### src/rtl/gradient_noise_turbulence_unit_macros.svh
// Assertion helpers used by the RTL.
`ifndef GRADIENT_NOISE_TURBULENCE_UNIT_MACROS_SVH
`define GRADIENT_NOISE_TURBULENCE_UNIT_MACROS_SVH

// Same-cycle implication, disabled while reset is asserted.
`define GNT_ASSERT_IMP(lbl, clk, rst_n, ante, cons, msg) \
	lbl: assert property (@(posedge clk) disable iff (!rst_n) (ante) |-> (cons)) else $error(msg);

// Next-cycle implication, disabled while reset is asserted.
`define GNT_ASSERT_NXT(lbl, clk, rst_n, ante, cons, msg) \
	lbl: assert property (@(posedge clk) disable iff (!rst_n) (ante) |=> (cons)) else $error(msg);

`endif

### src/rtl/gnt_pkg.sv
`timescale 1ns / 1ps
package gnt_pkg;

	localparam int TABLE_SIZE = 256;
	localparam int IDX_W      = 8;
	localparam int GRAD_W     = 16;
	localparam int GRAD_FRAC  = 14;
	localparam int OUT_W      = 20;
	localparam int OUT_FRAC   = 16;
	localparam int OUT_MAX    = 524287;
	localparam int OUT_MIN    = -524288;

	localparam logic [1:0] ACT_LOAD  = 2'd0;
	localparam logic [1:0] ACT_NOISE = 2'd1;
	localparam logic [1:0] ACT_TURB  = 2'd2;

	localparam logic [2:0] LAST_CORNER = 3'd7;

	typedef enum logic [2:0] {
		ST_IDLE,
		ST_SMOOTH1,
		ST_SMOOTH2,
		ST_CORNER,
		ST_DRAIN,
		ST_FOLD,
		ST_DONE
	} gnt_state_t;

	typedef struct packed {
		logic       start;        // latch point, clear octave sum
		logic       turb;         // item is turbulence (abs on output)
		logic       write_tables; // load transfer writes the tables
		logic       clear_noise;  // clear corner accumulator
		logic       issue;        // send a corner down the pipe
		logic [2:0] corner;       // {di, dj, dk}
		logic       fold;         // add octave noise, double point
		logic       finish;       // load output register
	} gnt_cmd_t;

	typedef struct packed {
		logic busy; // corners still in flight
	} gnt_status_t;

endpackage

### src/rtl/gnt_ctrl.sv
`timescale 1ns / 1ps
`include "gradient_noise_turbulence_unit_macros.svh"
module gnt_ctrl #(
	parameter int MAX_OCTAVES = 16
) (
	input  logic                clk,
	input  logic                arst_n,
	input  logic                s_valid,
	output logic                s_ready,
	input  logic [1:0]          action,
	input  logic [4:0]          octave_count,
	output logic                m_valid,
	input  logic                m_ready,
	input  gnt_pkg::gnt_status_t status,
	output gnt_pkg::gnt_cmd_t    cmd
);
	import gnt_pkg::*;

	localparam int CW = $clog2(MAX_OCTAVES + 1);

	gnt_state_t state_q, state_d;
	logic [CW-1:0] left_q;
	logic [2:0]    corner_q;
	logic          m_valid_q;
	logic          accept, is_eval, out_free;
	logic [5:0]    cnt_in;
	logic [CW-1:0] cnt_sat;

	assign s_ready  = (state_q == ST_IDLE);
	assign accept   = s_valid && s_ready;
	assign is_eval  = (action == ACT_NOISE) || (action == ACT_TURB);
	assign out_free = !m_valid_q || m_ready;
	assign m_valid  = m_valid_q;
	assign cnt_in   = {1'b0, octave_count};
	assign cnt_sat  = (cnt_in > 6'(MAX_OCTAVES)) ? CW'(MAX_OCTAVES) : CW'(cnt_in);

	always_comb begin
		state_d = state_q;
		case (state_q)
			ST_IDLE: begin
				if (accept && is_eval) begin
					if (action == ACT_TURB && cnt_sat == '0) begin
						state_d = ST_DONE;
					end else begin
						state_d = ST_SMOOTH1;
					end
				end
			end
			ST_SMOOTH1: state_d = ST_SMOOTH2;
			ST_SMOOTH2: state_d = ST_CORNER;
			ST_CORNER: begin
				if (corner_q == LAST_CORNER) begin
					state_d = ST_DRAIN;
				end
			end
			ST_DRAIN: begin
				if (!status.busy) begin
					state_d = ST_FOLD;
				end
			end
			ST_FOLD: begin
				if (left_q == CW'(1)) begin
					state_d = ST_DONE;
				end else begin
					state_d = ST_SMOOTH1;
				end
			end
			ST_DONE: begin
				if (out_free) begin
					state_d = ST_IDLE;
				end
			end
			default: state_d = ST_IDLE;
		endcase
	end

	always_comb begin
		cmd              = '0;
		cmd.start        = accept && is_eval;
		cmd.turb         = (action == ACT_TURB);
		cmd.write_tables = accept && (action == ACT_LOAD);
		cmd.clear_noise  = (state_q == ST_SMOOTH1);
		cmd.issue        = (state_q == ST_CORNER);
		cmd.corner       = corner_q;
		cmd.fold         = (state_q == ST_FOLD);
		cmd.finish       = (state_q == ST_DONE) && out_free;
	end

	always_ff @(posedge clk or negedge arst_n) begin
		if (!arst_n) begin
			state_q   <= ST_IDLE;
			left_q    <= '0;
			corner_q  <= '0;
			m_valid_q <= 1'b0;
		end else begin
			state_q <= state_d;
			if (accept && is_eval) begin
				left_q <= (action == ACT_TURB) ? cnt_sat : CW'(1);
			end else if (cmd.fold) begin
				left_q <= left_q - CW'(1);
			end
			if (cmd.issue) begin
				corner_q <= corner_q + 3'd1;
			end
			if (cmd.finish) begin
				m_valid_q <= 1'b1;
			end else if (m_ready) begin
				m_valid_q <= 1'b0;
			end
		end
	end

	`GNT_ASSERT_IMP(a_finish_slot_free, clk, arst_n, cmd.finish, (!m_valid_q || m_ready), "result overwritten")
	`GNT_ASSERT_IMP(a_fold_after_drain, clk, arst_n, cmd.fold, !status.busy, "fold with corners in flight")
	`GNT_ASSERT_NXT(a_last_corner_drain, clk, arst_n, (state_q == ST_CORNER && corner_q == LAST_CORNER), (state_q == ST_DRAIN), "corner count wrong")

endmodule

### config.mk
export PLATFORM = sky130hd
export DESIGN_NAME = gnt_ctrl
export DESIGN_NICKNAME = d
export VERILOG_FILES = /design/src/rtl/gnt_pkg.sv /design/src/rtl/gnt_ctrl.sv
export VERILOG_INCLUDE_DIRS = /design/src /design/src/rtl
export SDC_FILE = /design/constraint.sdc
export NUM_CORES = 1
export LEC_CHECK = 0
export BUFFER_PORTS_ARGS = -buffer_cell sky130_fd_sc_hd__buf_2
export CAP_MARGIN = 10
export CORE_UTILIZATION = 44
export CTS_CLUSTER_DIAMETER = 80
export CTS_CLUSTER_SIZE = 24
export DETAILED_ROUTE_END_ITERATION = 8
export PLACE_DENSITY = 0.71
export SLEW_MARGIN = 20
export SYNTH_ARGS = -nofsm -noshare
export SYNTH_HDL_FRONTEND = slang
export SYNTH_SLANG_ARGS = --single-unit
### constraint.sdc
create_clock -name clk -period 1.4 [get_ports clk]
set_input_delay 0.28 -clock clk [delete_from_list [all_inputs] [get_ports clk]]
set_output_delay 0.28 -clock clk [all_outputs]
set_load 0.1 [all_outputs]
==> summary.txt, run 1 <==
Floorplan
  – Die Wd: 44.5 um
  – FP Rows: 14
  – Number of I/O pins: 24
  – Die H: 44.5 um
  – Initial Util: 0.498

CTS
  – Num CTS Buffers: 3
  – CTS Root Cell: clkbuf_4
  – Clk sinks: 12
  – Clock Tree Buf Depth: 2
  – CTS H-tree depth: 1

Place
  – Port Buffers: 23
  – HPWL after DPL: 1720 um
  – Placed cell area: 1290 um2
  – GP Congestion: 0.850

Run status
  – Stop err: [ERROR DPL-0038] Utilization greater than 100%, impossible to legalize
  – Stopping stage: 5_1_grt
  – Status: stopped before the end

Synthesis
  – Avg Cell Area, Syn: 8.93 um2
  – Cells after synthesis: 89
  – Post-synth EDFFs: 0
  – Synth Register Bits: 12
  – Top cells by count, synth: nand2_1, dfrtp_1, inv_1
  – Mapped Nets: 107
  – Top-count cell post-synth: nand2_1
  – Post-synth top area share: 0.378
  – Synth cell types: 36
  – Synth warn: 0
  – Netlist Area Pre-Place: 795 um2
  – Dominant synthesized flop cell: dfrtp_1
  – Top area cells in the synthesized netlist: dfrtp_1, ha_1, nand2_1
  – Sequential fraction of the synthesis area: 0.378
  – Yosys top cell by area: dfrtp_1
  – Asr flop ratio synth: 1.00

GRT
  – Largest net degree at the start of global routing: 13

Timing
  – WEP type: primary output
  – Worst_ep grt: cmd[9]
==> logic make-up after synthesis <==
group,share of synthesized area
simple gates,0.263
compound gates,0.142
buf+inv,0.0646
flops,0.378
fa+ha+maj,0.0945
xor+xnor,0.0331
mux,0.0252
==> timing repair <==
action / CTS
hold endpoints to repair: 12
pin swaps: 3
resized for setup: 17
hold buffers: 1
setup endpoints to repair: 14
buffers inserted: 8
==> stage by stage <==
stage,setup TNS [ns],hold slack (ns),worst slack [ns],instances
after CTS,-1.81,0.208,-0.311,169
after floorplan,-8.44,-0.0156,-0.962,89
after detailed placement,-0.778,0.170,-0.180,156
after global placement,-0.152,0.162,-0.0561,156
==> run 2: changes to the inputs <==
Settings changed: CORE_AREA from default to 2 2 63 65, CORE_UTILIZATION 44 to default, CTS_CLUSTER_DIAMETER 80 to default, CTS_CLUSTER_SIZE 24 to default, DIE_AREA from default to 0 0 65 67, PLACE_DENSITY 0.71 to default, PLACE_DENSITY_LB_ADDON from default to 0.15.
Clock period 1.4 ns to 1.8 ns, I/O delays scaled along.
==> run 2 against run 1 <==
Net effect:
- area after synthesis is the same
- the flow now finishes, with violations (hold timing)
- synthesized cell count is the same
==> summary.txt, run 2 <==
Timing
  – Tcrit/Tclk final: 0.954
  – Hold Violations, Final: 12
  – Final Slew Violations: 0
  – Layout Skew: 0.00180 ns
  – Slew @ Worst Pin: 0.488 ns
  – Setup_tns: 0 ns
  – Slew headroom: 0.677
  – Hold slack: -0.0124 ns
  – Fmax: 582 MHz
  – Final setup violating endpoints: 0
  – Unrepaired setup endpoints after global routing: no
  – Tmin final: 1.72 ns

Power
  – Int Power: 0.00105 W
  – VDD IR max: 0.835 mV
  – Clock share of power: 0.141
  – Sw power: 0.00112 W
  – Combinational power share: 0.622
  – Leak Pwr: 0.572 nW
  – Sequential Power Share: 0.237
  – Pwr Total: 0.00217 W
  – Pwr dens: 1750 nW/um2
  – Switching share of power: 0.517

Floorplan
  – Die area: 4360 um2
  – Die Wd: 65 um (+46%)
  – Die H: 67 um (+51%)
  – Number of I/O pins: 24 (unchanged)
  – FP Rows: 22 (+8)
  – Core box area: 3610 um2
  – Initial Util: 0.220 (-0.278)

Worst setup path
  – CP endpoint kind: output port
  – R2R depth: 6
  – WP data arrival: 1.36 ns
  – R2R Path Start: left_q[1]$_DFFE_PN0P_
  – Worst setup endpoint: cmd[0]
  – Worst EP required: 1.44 ns
  – Setup Crit Path Kind: reg -> out
  – CP Launch Point: state_q[2]$_DFFE_PN0P_
  – Crit start category: register
  – R2R Setup Slk: 0.26 ns
  – Worst reg2reg path endpoint: state_q[2]$_DFFE_PN0P_
  – CP Max Fanout: 8

Final layout
  – Largest reg by FF count: left_q
  – Leading cell type in the layout, fill and taps excluded: nand2_1
  – Net count reported at finish: 141
  – Ant. Diodes: 0
  – Most frequent cells in the layout: nand2_1, buf_2, inv_1
  – Regs by FF count: left_q (5), corner_q (3), state_q (3)
  – Final Util: 0.344
  – Final Instance Area: 1240 um2
  – P&R area growth vs syn: 56.2%
  – Number of fill cells: 372
  – Largest register FFs: 5
  – Share of cells above drive strength 1: 0.410

Synthesis
  – Post-synth EDFFs: 0 (unchanged)
  – Synth cell types: 36 (unchanged)
  – Avg Cell Area, Syn: 8.93 um2 (unchanged)
  – Synth Register Bits: 12 (unchanged)
  – Cells after synthesis: 89 (unchanged)
  – Netlist Area Pre-Place: 795 um2 (unchanged)
  – Mapped Nets: 107 (unchanged)
  – Asr flop ratio synth: 1.00 (unchanged)
  – Sequential fraction of the synthesis area: 0.378 (unchanged)
  – Top area cells in the synthesized netlist: dfrtp_1, ha_1, nand2_1
  – Top cells by count, synth: nand2_1, dfrtp_1, inv_1
  – Synth warn: 0 (unchanged)
  – Dominant synthesized flop cell: dfrtp_1
  – Post-synth top area share: 0.378 (unchanged)
  – Top-count cell post-synth: nand2_1
  – Yosys top cell by area: dfrtp_1

GRT
  – Grt ovf: 0
  – Largest net degree at the start of global routing: 13
  – Vias in the first global route: 752
  – Total GRT Usage: 0.103
  – Initial antenna violation count: 0
  – First-pass GRT wire length: 3330 um

Drt
  – DRC viols: 0
  – Pre-antenna DRT Iters: 4
  – Iteration-0 DRC Markers: 18
  – DR WL/cell: 11.4 um
  – Antenna viol nets, final: 0
  – Total number of vias: 753
  – DR vias/cell: 4.43
  – DRT Wirelength: 1930 um

Run status
  – Violated checks: hold timing
  – Status: finished with violations

CTS
  – CTS Root Cell: clkbuf_8
  – Clk sinks: 12 (unchanged)
  – CTS clk-pin slew, worst paths: 0.06 ns
  – CTS tree: done
  – Num CTS Buffers: 3 (unchanged)
  – Worst skew pair latency: 0.25 ns
  – CTS H-tree depth: 1 (unchanged)
  – Clock Tree Buf Depth: 2 (unchanged)

Place
  – GP Congestion: 0.800 (-5.9%)
  – Port Buffers: 23 (unchanged)
  – Placed cell area: 1150 um2 (-11%)
  – HPWL after DPL: 1520 um (-12%)

Hold path
  – Hold Path Class: in -> async

Flow run
  – # Max-Cap Violations: 0
[run 2: cell counts after synthesis]
Identical to the previous run, type by type.
[run 2: worst max-delay path, cell delays in order (launching register included)]
cell     delay [ns]
dfrtp_2        0.48
and2b_2        0.18
nand2_1        0.10
a21oi_4        0.15
buf_12         0.19
[run 2: through the flow]
| step | std cells | setup slack (ns) |
|---|---|---|
| 2_1_floorplan | 89 | -0.617 |
| 3_3_place_gp | 162 | 0.205 |
| 3_5_place_dp | 162 | 0.210 |
| 4_1_cts | 168 | 0.0232 |
| 5_1_grt | 170 | 0.000371 |
| 6_report | 170 | 0.0826 |
[run 2: layout make-up]
cell class / count / area [um2] / area share
Timing Repair Buffer: 31 / 295 / 0.238
Tap cell: 48 / 60.1 / 0.0484
Inverter: 11 / 45.0 / 0.0363
Multi-Input combinational cell: 64 / 480 / 0.387
Sequential cell: 12 / 305 / 0.246
Clock buffer: 4 / 55.1 / 0.0444
[run 2: logic make-up (layout without fill, tap and decap cells)]
family,Yosys count,after routing,synth area share
xor gates and xnor gates,3,3,0.0331
adders and majority gates,6,6,0.0945
DFF,12,12,0.378
AOI/OAI and AO/OA,17,17,0.142
and+or+nand+nor,36,36,0.263
muxes,2,2,0.0252
buffers and inverters,13,46,0.0646
[run 2: power groups by stage]
stage / clock [W] / combinational, W / sequential, W
6_report: 0.000306 / 0.00135 / 0.000514
5_1_grt: 0.000326 / 0.00145 / 0.000530
4_1_cts: 0.000315 / 0.00132 / 0.000529
3_5_place_dp: 0 / 0.00126 / 0.000548
3_3_place_gp: 0 / 0.00126 / 0.000545
2_1_floorplan: 0 / 0.000703 / 0.000751
[run 2: what timing repair did]
| item | 4_1_cts | 5_1_grt |
|---|---|---|
| endpoints found under the setup margin | 3 | 3 |
| hold buffers | 0 | 0 |
| setup buffers | 2 | 2 |
| pin swaps | 1 | 0 |
| resized for setup | 3 | 0 |
[run 2: worst min path at each step]
stage / to / slack, ns / cells past startpoint
global placement: left_q[4]$_DFFE_PN0P_ / 0.27 / 1
floorplan: corner_q[0]$_DFFE_PN0P_ / 0.06 / 0
finish: state_q[1]$_DFFE_PN0P_ / -0.01 / 1
global route: left_q[0]$_DFFE_PN0P_ / 0.009 / 1
detailed placement: state_q[1]$_DFFE_PN0P_ / 0.27 / 1
CTS: corner_q[2]$_DFFE_PN0P_ / 0.005 / 1
[run 2: metal layers]
| layer | GRT usage | part of all wire | vias to the layer above |
|---|---|---|---|
| met5 | 0 | 0 | - |
| met4 | 0.0638 | 0.030 | 0 |
| met3 | 0.0220 | 0.061 | 5 |
| met2 | 0.162 | 0.45 | 21 |
| met1 | 0.127 | 0.46 | 348 |
| li1 | - | - | 379 |
Note: power is estimated with default switching activity, not from simulation.
==> run 3: changes to the inputs <==
Settings changed: REMOVE_ABC_BUFFERS from default to 1.
==> run 3 against run 2 <==
Net effect:
- the run still ends with hold timing left
- total power decreased by 1.6%
- utilization decreased by 0.90 points
- die area unchanged
- sequential share of layout area increased by 0.56 points
- setup slack got worse by 0.0096 ns
- critical path depth unchanged
==> summary.txt, run 3 (synthesized netlist as in run 2, its figures left out) <==
Run status
  – Status: finished with violations
  – Violated checks: hold timing

Worst setup path
  – CP peak stage delay: 0.45 ns (-0.03 ns)
  – Worst EP required: 1.44 ns (about the same)
  – Worst reg2reg path endpoint: state_q[2]$_DFFE_PN0P_
  – R2R Setup Slk: 0.19 ns (-0.07 ns)
  – R2R depth: 6 (unchanged)
  – Crit start category: register
  – CP max-delay cell: dfrtp_2
  – CP Max Fanout: 7 (-1)
  – R2R Path Start: left_q[1]$_DFFE_PN0P_
  – CP endpoint kind: output port
  – Worst setup endpoint: cmd[0]
  – WP data arrival: 1.37 ns (about the same)
  – Setup Crit Path Kind: reg -> out
  – CP Launch Point: state_q[0]$_DFFE_PN0P_
  – Critical path cell sequence: and2b_2 > nand2_1 > a21oi_2 > buf_12

Place
  – Port Buffers: 23 (unchanged)
  – Placed cell area: 1120 um2 (-2.4%)
  – GP Congestion: 0.746 (-6.7%)
  – Post-Place Cells: 164 (+1.2%)
  – HPWL after DPL: 1570 um (+3.5%)

Final layout
  – Share of cells above drive strength 1: 0.377 (-0.0328)
  – Regs by FF count: left_q (5), corner_q (3), state_q (3)
  – Ant. Diodes: 0 (unchanged)
  – Number of fill cells: 365 (-1.9%)
  – Leading cell type in the layout, fill and taps excluded: nand2_1
  – Most frequent cells in the layout: nand2_1, buf_2, inv_1, dfrtp_1
  – Largest register FFs: 5 (unchanged)
  – P&R area growth vs syn: 52.1%
  – Largest reg by FF count: left_q
  – Net count reported at finish: 141 (unchanged)
  – Non-Filler Instances: 170 (unchanged)
  – Final Instance Area: 1210 um2 (-2.6%)

Drt
  – DRC viols: 0 (unchanged)
  – Iteration-0 DRC Markers: 21 (+3)
  – DR vias/cell: 4.35 (-1.7%)
  – DRT Wirelength: 1920 um (-0.47%)
  – DR WL/cell: 11.3 um (-0.47%)
  – Antenna viol nets, final: 0 (unchanged)
  – Pre-antenna DRT Iters: 3 (-1)
  – Total number of vias: 740 (-1.7%)

Power
  – Leak Pwr: 0.580 nW (+1.5%)
  – Pwr dens: 1760 nW/um2 (+1.1%)
  – VDD IR max: 1.44 mV (+72%)

Timing
  – Slew @ Worst Pin: 0.490 ns (+0.00199 ns)
  – Fmax: 579 MHz (-0.56%)
  – Tcrit/Tclk final: 0.959 (+0.00533)
  – Layout Skew: 0.00209 ns (+0.000299 ns)
  – Unrepaired setup endpoints after global routing: no
  – Tmin final: 1.73 ns (+0.00959 ns)
  – Slew headroom: 0.669 (-0.00817)
  – Final setup violating endpoints: 0 (unchanged)
  – Hold Violations, Final: 3 (-9)
  – Final Slew Violations: 0 (unchanged)
  – Hold slack: -0.00237 ns (+0.0100 ns)

GRT
  – Vias in the first global route: 766 (+1.9%)
  – Largest net degree at the start of global routing: 13 (unchanged)
  – Grt ovf: 0 (unchanged)
  – Initial antenna violation count: 0 (unchanged)
  – First-pass GRT wire length: 3290 um (-1.0%)
  – Total GRT Usage: 0.0996 (-0.00319)

Floorplan
  – Number of I/O pins: 24 (unchanged)
  – FP Rows: 22 (unchanged)
  – Core box area: 3610 um2 (unchanged)
  – Initial Util: 0.220 (unchanged)
  – Die area: 4360 um2 (unchanged)
  – Die Wd: 65 um (unchanged)
  – Die H: 67 um (unchanged)

CTS
  – Clk sinks: 12 (unchanged)
  – CTS clk-pin slew, worst paths: 0.06 ns (about the same)
  – CTS tree: done
  – CTS H-tree depth: 1 (unchanged)
  – Worst skew pair latency: 0.24 ns (about the same)
  – CTS Root Cell: clkbuf_8
  – Clock Tree Buf Depth: 2 (unchanged)
  – Num CTS Buffers: 3 (unchanged)

Hold path
  – Hold Path Class: in -> async

Flow run
  – # Max-Cap Violations: 0 (unchanged)
==> run 3: worst min path at each step <==
stage / start / end / slack [ns] / cells after the start
after floorplan: arst_n / corner_q[0]$_DFFE_PN0P_ / 0.06 / 0
after global placement: arst_n / left_q[4]$_DFFE_PN0P_ / 0.27 / 1
after detailed placement: arst_n / left_q[4]$_DFFE_PN0P_ / 0.27 / 1
after CTS: arst_n / left_q[4]$_DFFE_PN0P_ / 0.005 / 1
after global routing: arst_n / left_q[4]$_DFFE_PN0P_ / 0.01 / 1
final: arst_n / left_q[4]$_DFFE_PN0P_ / -0.002 / 1
==> run 3: power by group <==
| group | leakage [nW] | internal (W) | switching, W | total (W) |
|---|---|---|---|---|
| sequential | 0.146 | 0.000390 | 0.000132 | 0.000522 |
| clock | 0.0288 | 0.000193 | 0.000105 | 0.000299 |
| combinational | 0.406 | 0.000441 | 0.000870 | 0.00131 |
==> run 3: area by class of cell <==
| cell class | instances | area (um2) | area share |
|---|---|---|---|
| tap | 48 | 60.1 | 0.0497 |
| sequential | 12 | 304 | 0.252 |
| inverter | 11 | 41.3 | 0.0342 |
| timing repair buffer | 31 | 295 | 0.244 |
| clock buffer | 4 | 55.1 | 0.0455 |
| multi-input combinational | 64 | 453 | 0.375 |
==> run 3: worst max-delay path: cells and delay by family, from the launching register on <==
| family | cells | cell delay, ns |
|---|---|---|
| flops | 1 | 0.45 |
| simple gates | 2 | 0.30 |
| buf+inv | 1 | 0.20 |
| compound gates | 1 | 0.17 |
==> run 3: what timing repair did <==
item | in CTS | in global routing
pin swaps | 1 | 1
gates resized for setup | 4 | 2
setup buffers | 0 | 2
endpoints found under the setup margin | 2 | 5
hold buffers | 0 | 0
==> run 3: per-layer routing <==
metal / wire length (um) / global-route usage / up-vias
met1: 795 / 0.106 / 354
met3: 68 / 0.0338 / 0
met5: 0 / 0 / -
li1: - / - / 376
met4: 0 / 0.0160 / 0
met2: 1060 / 0.192 / 10
==> run 3: through the flow <==
| step | utilization | TNS (ns) | total power (W) | hold WS (ns) | setup slack (ns) |
|---|---|---|---|---|---|
| 6_report | 0.335 | 0 | 0.00213 | -0.00237 | 0.0730 |
| 4_1_cts | 0.331 | 0 | 0.00213 | 0.00513 | 0.00990 |
| 2_1_floorplan | - | -11.74 | 0.00140 | 0.0644 | -1.46 |
| 5_1_grt | 0.335 | 0 | 0.00227 | 0.0131 | 0.00314 |
| 3_5_place_dp | 0.312 | 0 | 0.00180 | 0.268 | 0.194 |
| 3_3_place_gp | 0.312 | 0 | 0.00179 | 0.266 | 0.213 |
==> run 4: changes to the inputs <==
Settings changed: ABC_AREA from default to 1.
==> run 4 against run 3 <==
Net effect:
- the run still ends with hold timing left
- worst hold slack got worse by 0.0038 ns
- global-route usage increased by 1.5 points
- utilization increased by 1.8 points
- die area unchanged
- via count increased by 21%
- maximum frequency increased by 1.5%
- first-iteration DRC count decreased by 9.5%
- sequential cell count unchanged
- register-to-register slack improved by 0.25 ns
- cell count increased by 26%
- non-clock buffer count decreased by 5
==> summary.txt, run 4 <==
Run status
  – Status: finished with violations
  – Violated checks: hold timing

Drt
  – DRT Wirelength: 2160 um (+13%)
  – Antenna viol nets, final: 0 (unchanged)
  – Total number of vias: 894 (+21%)
  – DR WL/cell: 10.1 um (-11%)
  – Iteration-0 DRC Markers: 19 (-9.5%)
  – DRC viols: 0 (unchanged)
  – Pre-antenna DRT Iters: 4 (+1)
  – DR vias/cell: 4.16 (-4.5%)

Synthesis
  – Post-synth top area share: 0.330 (-0.0478)
  – Cells after synthesis: 138 (+55%)
  – Top area cells in the synthesized netlist: dfrtp_1, nand2_1, inv_1
  – Netlist Area Pre-Place: 910 um2 (+14%)
  – Avg Cell Area, Syn: 6.59 um2 (-26%)
  – Dominant synthesized flop cell: dfrtp_1
  – Synth Register Bits: 12 (unchanged)
  – Synth warn: 0 (unchanged)
  – Post-synth EDFFs: 0 (unchanged)
  – Asr flop ratio synth: 1.00 (unchanged)
  – Yosys top cell by area: dfrtp_1
  – Synth cell types: 20 (-44%)
  – Top-count cell post-synth: nand2_1
  – Sequential fraction of the synthesis area: 0.330 (-0.0478)
  – Top cells by count, synth: nand2_1, inv_1, nor2_1

Floorplan
  – Initial Util: 0.252 (+0.0319)
  – Core box area: 3610 um2 (unchanged)
  – Die H: 67 um (unchanged)
  – Die area: 4360 um2 (unchanged)
  – Number of I/O pins: 24 (unchanged)
  – Die Wd: 65 um (unchanged)
  – FP Rows: 22 (unchanged)

CTS
  – CTS clk-pin slew, worst paths: 0.06 ns (about the same)
  – Num CTS Buffers: 3 (unchanged)
  – Clk sinks: 12 (unchanged)
  – CTS Root Cell: clkbuf_8
  – CTS H-tree depth: 1 (unchanged)
  – Worst skew pair latency: 0.24 ns (about the same)
  – Hold-fix buffer count after cts: 0 (unchanged)
  – CTS tree: done
  – Clock Tree Buf Depth: 2 (unchanged)

Timing
  – Unrepaired setup endpoints after global routing: no
  – Tcrit/Tclk final: 0.946 (-0.0139)
  – Final Slew Violations: 0 (unchanged)
  – Hold Violations, Final: 6 (+3)
  – Slew @ Worst Pin: 0.486 ns (-0.00425 ns)
  – Slew headroom: 0.678 (+0.00967)
  – Hold slack: -0.00616 ns (-0.00380 ns)
  – Final setup violating endpoints: 0 (unchanged)
  – Tmin final: 1.70 ns (-0.0250 ns)
  – Setup_tns: 0 ns (unchanged)
  – Fmax: 588 MHz (+1.5%)
  – Layout Skew: 0.00394 ns (+0.00185 ns)

Worst setup path
  – Crit path buf inv count: 1 (unchanged)
  – Setup Crit Path Kind: reg -> out
  – R2R Setup Slk: 0.44 ns (+0.25 ns)
  – Critical path cell sequence: nor2_4 > nand3_2 > nor2_2 > buf_12
  – Worst EP required: 1.44 ns (about the same)
  – Crit start category: register
  – CP Max Fanout: 7 (unchanged)
  – Crit path max-delay family: flip-flops
  – CP endpoint kind: output port
  – CP peak stage delay: 0.46 ns (about the same)
  – WP data arrival: 1.34 ns (-0.03 ns)
  – CP max-delay cell: dfrtp_2

Final layout
  – Share of cells above drive strength 1: 0.251 (-0.126)
  – Number of fill cells: 388 (+6.3%)
  – Final Instance Area: 1270 um2 (+5.5%)
  – Ant. Diodes: 0 (unchanged)
  – Largest register FFs: 5 (unchanged)
  – Largest reg by FF count: left_q
  – P&R area growth vs syn: 40.2%
  – Leading cell type in the layout, fill and taps excluded: nand2_1
  – Most frequent cells in the layout: nand2_1, inv_1, buf_2
  – Net count reported at finish: 187 (+33%)
  – Regs by FF count: left_q (5), corner_q (3), state_q (3)

Place
  – Placed cell area: 1210 um2 (+7.8%)
  – GP Congestion: 0.754 (+1.1%)
  – HPWL after DPL: 1800 um (+14%)
  – Port Buffers: 23 (unchanged)

Hold path
  – Hold Path Class: in -> async

GRT
  – First-pass GRT wire length: 3810 um (+16%)
  – Largest net degree at the start of global routing: 13 (unchanged)
  – Total GRT Usage: 0.115 (+0.0150)
  – Grt ovf: 0 (unchanged)
  – Initial antenna violation count: 0 (unchanged)
  – Vias in the first global route: 889 (+16%)

Flow run
  – # Max-Cap Violations: 0 (unchanged)
[run 4: worst register-to-register path, delay by kind of cell (launching register included)]
| kind | cells | cell delay (ns) |
|---|---|---|
| buffers and inverters | 2 | 0.22 |
| AND/OR/NAND/NOR | 5 | 0.57 |
| flip-flops | 1 | 0.46 |
[run 4: cell type report]
class                           instances  area [um2]  share of cell area
Multi-Input combinational cell        104         529               0.415
Inverter                               22        82.6              0.0648
Timing Repair Buffer                   26         258               0.202
Tap cell                               48        60.1              0.0471
Sequential cell                        12         304               0.238
Clock buffer                            3        41.3              0.0324
[run 4: cells by family (layout without fill, tap and decap cells)]
logic type,Yosys count,in the layout,share of synthesized area
adder cells (fa/ha/maj),6,6,0.0825
flip-flops,12,12,0.330
AND/OR/NAND/NOR,93,93,0.461
buffers and inverters,22,51,0.0908
AO/OA/AOI/OAI,3,3,0.0165
XOR/XNOR,2,2,0.0193
[run 4: timing repair]
action,4_1_cts,5_1_grt
setup buffers,0,2
setup endpoints to repair,0,5
resized for setup,0,4
[run 4: final timing paths]
kind | from | to | cells after the start
worst max-delay path | state_q[0]$_DFFE_PN0P_ | cmd[9] | 4
worst min-delay path | arst_n | left_q[4]$_DFFE_PN0P_ | 1
worst max register to register | state_q[0]$_DFFE_PN0P_ | left_q[1]$_DFFE_PN0P_ | 7
worst min register to register | left_q[1]$_DFFE_PN0P_ | left_q[1]$_DFFE_PN0P_ | 2
max in group asynchronous | arst_n | state_q[2]$_DFFE_PN0P_ | 1
min in group clk | m_ready | m_valid$_DFFE_PN0P_ | 2
[run 4: routing by layer]
layer,GRT usage,part of all wire,routed length [um]
met1,0.134,0.44,946
met2,0.201,0.52,1130
met3,0.0405,0.037,80
met4,0.0239,0.0042,9
met5,0,0,0
[run 4: metrics by stage]
stage / util / hold slack (ns) / std cells / setup WS, ns
2_1_floorplan: - / 0.0644 / 138 / -0.776
3_3_place_gp: 0.336 / 0.267 / 210 / 0.231
3_5_place_dp: 0.336 / 0.270 / 210 / 0.174
4_1_cts: 0.348 / 0.00865 / 213 / 0.0255
5_1_grt: 0.354 / 0.0100 / 215 / 0.0258
6_report: 0.354 / -0.00616 / 215 / 0.0980
Power of run 4 is left out: the tool's default activity adds up to more than one toggle a clock period on the data nets, which glitch-free logic cannot reach.
